File: src/sv/nffe_pkg.sv
// Shared constants, types and codes for the normal flow feature extractor.
package nffe_pkg;

   localparam int FRAME_COLUMNS     = 640;
   localparam int FRAME_ROWS        = 480;
   localparam int MAX_FEATURE_COUNT = 1024;

   localparam int COL_W = $clog2(FRAME_COLUMNS);
   localparam int ROW_W = $clog2(FRAME_ROWS);
   localparam int FCNT_W = $clog2(MAX_FEATURE_COUNT + 1);

   localparam int GRAD_W = 10;  // gradient magnitude, at most 1020
   localparam int PROD_W = 2 * GRAD_W;
   localparam int DIVR_W = 21;  // Sx^2 + Sy^2
   localparam int QUOT_W = 32;
   localparam int ROOT_W = 17;
   localparam int LIM_W  = 18;

   typedef enum logic [1:0] {
      REG_FIRST_ROW = 2'd0,
      REG_END_ROW   = 2'd1,
      REG_LOWER_LIM = 2'd2,
      REG_UPPER_LIM = 2'd3
   } reg_index_type;

   typedef enum logic [1:0] {
      ST_IDLE,
      ST_LOAD,
      ST_CALC,
      ST_EMIT
   } state_type;

   typedef enum logic [2:0] {
      U_IDLE,
      U_MUL,
      U_SQR,
      U_DIV,
      U_ROOT
   } unit_state_type;

   typedef struct packed {
      logic              done;
      logic [ROOT_W-1:0] q_x;
      logic [ROOT_W-1:0] q_y;
   } flow_res_type;

endpackage

File: src/sv/nffe_flow_unit.sv
// Iterative flow magnitude unit: products, bit-serial divide and square root.
module nffe_flow_unit (
   input  logic                      clock,
   input  logic                      reset,
   input  logic                      start,
   input  logic [nffe_pkg::GRAD_W-1:0] sx_abs,
   input  logic [nffe_pkg::GRAD_W-1:0] sy_abs,
   input  logic [nffe_pkg::GRAD_W-1:0] st_abs,
   output nffe_pkg::flow_res_type    res
);
   import nffe_pkg::*;

   unit_state_type state_ff, state_in;
   logic [4:0]  cnt_ff;
   logic [GRAD_W-1:0] sx_ff, sy_ff, st_ff;
   logic [PROD_W-1:0] px_ff, py_ff;
   logic [DIVR_W-1:0] m_ff;
   logic [DIVR_W-1:0] rem_x_ff, rem_y_ff;
   logic [QUOT_W-1:0] lo_x_ff, lo_y_ff;
   logic [QUOT_W-1:0] root_x_ff, root_y_ff;
   logic [QUOT_W-2:0] bit_ff;
   logic              done_ff;

   logic [2*PROD_W-1:0] sq_x, sq_y;
   logic [DIVR_W:0]     t_x, t_y;
   logic                ge_x, ge_y;
   logic [QUOT_W:0]     rb_x, rb_y;
   logic                rge_x, rge_y;

   assign sq_x  = px_ff * px_ff;
   assign sq_y  = py_ff * py_ff;
   assign t_x   = {rem_x_ff, lo_x_ff[QUOT_W-1]};
   assign t_y   = {rem_y_ff, lo_y_ff[QUOT_W-1]};
   assign ge_x  = t_x >= {1'b0, m_ff};
   assign ge_y  = t_y >= {1'b0, m_ff};
   assign rb_x  = {1'b0, root_x_ff} + {2'b0, bit_ff};
   assign rb_y  = {1'b0, root_y_ff} + {2'b0, bit_ff};
   assign rge_x = {1'b0, lo_x_ff} >= rb_x;
   assign rge_y = {1'b0, lo_y_ff} >= rb_y;

   always_ff @(posedge clock) begin
      if (reset) begin
         state_ff <= U_IDLE;
         done_ff  <= 1'b0;
      end else begin
         state_ff <= state_in;
         done_ff  <= (state_ff == U_ROOT) && (cnt_ff == 5'd15);
      end
   end

   always_comb begin
      state_in = state_ff;
      unique case (state_ff)
         U_IDLE: if (start) state_in = U_MUL;
         U_MUL:  state_in = U_SQR;
         U_SQR:  state_in = U_DIV;
         U_DIV:  if (cnt_ff == 5'd31) state_in = U_ROOT;
         U_ROOT: if (cnt_ff == 5'd15) state_in = U_IDLE;
         default: state_in = U_IDLE;
      endcase
   end

   always_ff @(posedge clock) begin
      unique case (state_ff)
         U_IDLE: begin
            sx_ff <= sx_abs;
            sy_ff <= sy_abs;
            st_ff <= st_abs;
         end
         U_MUL: begin
            px_ff <= sx_ff * st_ff;
            py_ff <= sy_ff * st_ff;
            m_ff  <= DIVR_W'(sx_ff) * DIVR_W'(sx_ff) + DIVR_W'(sy_ff) * DIVR_W'(sy_ff);
         end
         U_SQR: begin
            // N^2 = (|S||St|)^2 << 12; upper part stays below the divisor
            rem_x_ff <= {1'b0, sq_x[2*PROD_W-1:20]};
            rem_y_ff <= {1'b0, sq_y[2*PROD_W-1:20]};
            lo_x_ff  <= {sq_x[19:0], 12'd0};
            lo_y_ff  <= {sq_y[19:0], 12'd0};
            cnt_ff   <= 5'd0;
         end
         U_DIV: begin
            rem_x_ff <= ge_x ? DIVR_W'(t_x - {1'b0, m_ff}) : t_x[DIVR_W-1:0];
            rem_y_ff <= ge_y ? DIVR_W'(t_y - {1'b0, m_ff}) : t_y[DIVR_W-1:0];
            lo_x_ff  <= {lo_x_ff[QUOT_W-2:0], ge_x};
            lo_y_ff  <= {lo_y_ff[QUOT_W-2:0], ge_y};
            cnt_ff   <= cnt_ff + 5'd1;
            root_x_ff <= '0;
            root_y_ff <= '0;
            bit_ff    <= {1'b1, {(QUOT_W-2){1'b0}}};
         end
         U_ROOT: begin
            if (rge_x) begin
               lo_x_ff   <= lo_x_ff - rb_x[QUOT_W-1:0];
               root_x_ff <= (root_x_ff >> 1) + {1'b0, bit_ff};
            end else begin
               root_x_ff <= root_x_ff >> 1;
            end
            if (rge_y) begin
               lo_y_ff   <= lo_y_ff - rb_y[QUOT_W-1:0];
               root_y_ff <= (root_y_ff >> 1) + {1'b0, bit_ff};
            end else begin
               root_y_ff <= root_y_ff >> 1;
            end
            bit_ff <= bit_ff >> 2;
            cnt_ff <= cnt_ff + 5'd1;
         end
         default: ;
      endcase
   end

   assign res.done = done_ff;
   assign res.q_x  = root_x_ff[ROOT_W-1:0];
   assign res.q_y  = root_y_ff[ROOT_W-1:0];

endmodule

File: config.mk
export PLATFORM = sky130hd
export DESIGN_NAME = nffe_flow_unit
export DESIGN_NICKNAME = d
export VERILOG_FILES = /design/src/sv/nffe_pkg.sv /design/src/sv/nffe_flow_unit.sv
export SDC_FILE = /design/constraint.sdc
export NUM_CORES = 2
export LEC_CHECK = 0
export BUFFER_PORTS_ARGS = -buffer_cell sky130_fd_sc_hd__buf_4
export CAP_MARGIN = 30
export CELL_PAD_IN_SITES_DETAIL_PLACEMENT = 1
export CELL_PAD_IN_SITES_GLOBAL_PLACEMENT = 2
export CORE_MARGIN = 2
export CORE_UTILIZATION = 39
export CTS_CLUSTER_SIZE = 24
export DETAILED_ROUTE_END_ITERATION = 16
export PLACE_DENSITY = 0.88
export SYNTH_ARGS = -nofsm -noshare
export SYNTH_HDL_FRONTEND = slang
export SYNTH_SLANG_ARGS = --single-unit
export TNS_END_PERCENT = 10
File: constraint.sdc
create_clock -name clock -period 6.68 [get_ports clock]
set_input_delay 1.336 -clock clock [delete_from_list [all_inputs] [get_ports clock]]
set_output_delay 1.336 -clock clock [all_outputs]
set_load 0.03 [all_outputs]
==> results.sh <==
export IMPL_outcome="finished, violations left"
export IMPL_violations="setup timing"
export IMPL_cts_tree="yes"
export IMPL_clock_sinks=286
export IMPL_synth_fp_nets=7487
export IMPL_die_y_um=381
export IMPL_crit_type="register to register"
export IMPL_io_buffers=67
export IMPL_ys_seq_area_share_pct=15.4
export IMPL_synth_area_leaders="fa_1, ha_1, edfxtp_1, inv_1, nand2_1"
export IMPL_finClkSkew_ns=0.0259
export IMPL_max_freq_mhz=140
export IMPL_area_delta_synth_final_pct=14.3
export IMPL_drt_antenna_violating_nets=0
export IMPL_cts_root_buf="clkbuf_16"
export IMPL_drive_gt1_share_pct=13.0
export IMPL_layout_cells_non_filler=8264
export IMPL_cts_clk_slew_worst_paths_ns=0.07
export IMPL_numCtsBuffers=41
export IMPL_routedWlPerCell_um=19.5
export IMPL_relSlewSlack_pct=32.1
export IMPL_layout_common_cells="inv_1, fa_1, ha_1, nand2_1, buf_4"
export IMPL_fp_row_count=138
export IMPL_grt_pass1_vias=49600
export IMPL_grt_pass1_wl_um=263000
export IMPL_final_common_cell="inv_1"
export IMPL_wl_um=161000
export IMPL_endpoint_kind="register"
export IMPL_fin_area_mm2=0.0634
export IMPL_synthCells=5962
export IMPL_antenna_found_initial=4
export IMPL_startpoint_type="register"
export IMPL_crit_required_ns=7.03
export IMPL_placedCellCount=8147
export IMPL_worst_path_max_fanout=6
export IMPL_rsz0062_at_grt="yes"
export IMPL_start_util_pct=39.2
export IMPL_finalSetupViolations=29
export IMPL_slew_viol_final=0
export IMPL_ioPinCount=68
export IMPL_grt_overflow=0
export IMPL_synth_top_area_share_pct=29.4
export IMPL_via_count=43300
export IMPL_cpPeakStageDelay_ns=0.57
export IMPL_cp_data_arrival_time_ns=7.52
export IMPL_finalCritPeriodShare_pct=107
export IMPL_place_area_mm2=0.0610
export IMPL_clock_latency_ns=0.65
export IMPL_clk_path_buf_depth=3
export IMPL_path_cells="buf_4, nand2_2, inv_1, fa_1, inv_1, fa_1, inv_1, fa_1, fa_1, fa_1, fa_1, fa_1, ha_4, nand4_1, a2111oi_4, o31ai_4, a31oi_4, a31oi_4, nand3b_1, o211ai_1, a21oi_1, xor2_1, o21ai_1"
export IMPL_routed_via_density=5.24
export IMPL_synth_edf_count=282
export IMPL_htreeDepth=2
export IMPL_dieArea_mm2=0.145
export IMPL_drt_iter0_markers=2185
export IMPL_synth_seq_cells=286
export IMPL_die_w_um=381
export IMPL_worst_path_most_repeated_cell="fa_1"
export IMPL_dr_pass1_iters=5
export IMPL_grt_max_degree=72
export IMPL_yosys_warnings=0
export IMPL_period_minus_slack_ns=7.16
export IMPL_avgSynthCellArea_um2=9.30
export IMPL_worst_slack_ns=-0.484
export IMPL_maxCapViolations=0
export IMPL_slowest_stage="fa_1"
export IMPL_fin_nets=7862
export IMPL_postSynth_asyncResetShare_pct=0
export IMPL_hold_viol=0
export IMPL_core_mm2=0.141
export IMPL_grtUsageTotal_pct=22.4
export IMPL_place_hpwl_um=131000
export IMPL_tightest_slew_ns=1.02
export IMPL_hp_class="register to register"
export IMPL_synth_cell_types=96
export IMPL_place_gp_congestion=0.895
export IMPL_syn_cell_area_mm2=0.0554
export IMPL_synth_flop_cell="edfxtp_1"
export IMPL_yosysTopAreaCell="fa_1"
export IMPL_drc_errors=0
-- through the flow --
step / setup slack, ns / hold slack, ns / utilization, % / setup TNS [ns]
floorplan: -0.218 / 0.529 / - / -0.365
global placement: -0.460 / 0.544 / 43.1 / -6.68
detailed placement: -0.619 / 0.563 / 43.1 / -10.49
CTS: -0.348 / 0.582 / 44.5 / -5.26
global route: -0.746 / 0.598 / 44.8 / -17.72
finish: -0.484 / 0.574 / 44.8 / -6.71
-- sequential cells by signal (all words and copies together) (netlist names), 3 cells and up --
signal and count:
sy_ff 10, cnt_ff 5, root_y_ff 32, m_ff 21, lo_x_ff 32, rem_x_ff 21
bit_ff 16, rem_y_ff 21, state_ff 3, root_x_ff 32, lo_y_ff 32, sx_ff 10
py_ff 20, px_ff 20, st_ff 10
-- path summary, 6_finish.rpt --
kind | from | endpoint | slack, ns | cells past startpoint
setup reg to reg | px_ff[10]$_DFFE_PP_ | rem_x_ff[17]$_DFFE_PN_ | -0.48 | 23
setup / recovery | px_ff[10]$_DFFE_PP_ | rem_x_ff[17]$_DFFE_PN_ | -0.48 | 23
hold reg to reg | lo_x_ff[3]$_DFFE_PP_ | lo_x_ff[4]$_DFFE_PP_ | 0.57 | 2
hold / removal | lo_x_ff[3]$_DFFE_PP_ | lo_x_ff[4]$_DFFE_PP_ | 0.57 | 2
-- cells in the mapped netlist (78+ instances only) --
| library cell | number |
|---|---|
| and2_1 | 299 |
| fa_1 | 815 |
| xor2_1 | 146 |
| nor2_1 | 250 |
| clkbuf_1 | 182 |
| nand2_1 | 584 |
| ha_1 | 677 |
| a21o_1 | 103 |
| o21ai_0 | 163 |
| xnor2_1 | 194 |
| edfxtp_1 | 282 |
| inv_1 | 1073 |
| nor3_1 | 78 |
| a21oi_1 | 260 |
-- layer usage --
layer	vias to the layer above	wire [um]	GRT usage, %
met5	-	13	0
met4	2	4920	6.51
met3	254	4850	2.26
met2	648	82000	40.4
met1	22200	69200	28.2
li1	20200	-	-
-- critical path: cells and delay by family (launching register included) --
| family | cells | cell delay, ns |
|---|---|---|
| buf+inv | 4 | 0.41 |
| xor+xnor | 1 | 0.18 |
| flops | 1 | 0.52 |
| compound gates | 7 | 1.32 |
| fa+ha+maj | 8 | 3.87 |
| simple gates | 3 | 0.56 |
-- logic make-up after synthesis --
| logic type | after synthesis | share of synthesized area, % |
|---|---|---|
| AO/OA/AOI/OAI | 965 | 11.3 |
| XOR/XNOR | 340 | 5.37 |
| adder cells (fa/ha/maj) | 1493 | 44.7 |
| buffers and inverters | 1314 | 9.21 |
| flip-flops | 286 | 15.4 |
| multiplexers | 23 | 0.431 |
| AND/OR/NAND/NOR | 1541 | 13.5 |
-- area by class of cell --
| type | instances | area (um2) |
|---|---|---|
| repair buffers | 572 | 4490 |
| clock inverters | 28 | 377 |
| diodes | 4 | 10.0 |
| clock buffers | 48 | 1090 |
| inverters | 1074 | 4040 |
| well taps | 1890 | 2360 |
| fillers | 16300 | 78000 |
| flip-flops and latches | 286 | 8550 |
| multi-input cells | 4362 | 42500 |
-- timing repair --
action,CTS,global route
resized for setup,57,87
hold buffers,0,0
pin swaps,40,49
setup buffers,27,16
setup endpoints to repair,34,52
Power is not shown: default switching activity piles up to over one toggle a cycle in this logic, so the estimate is an artifact.
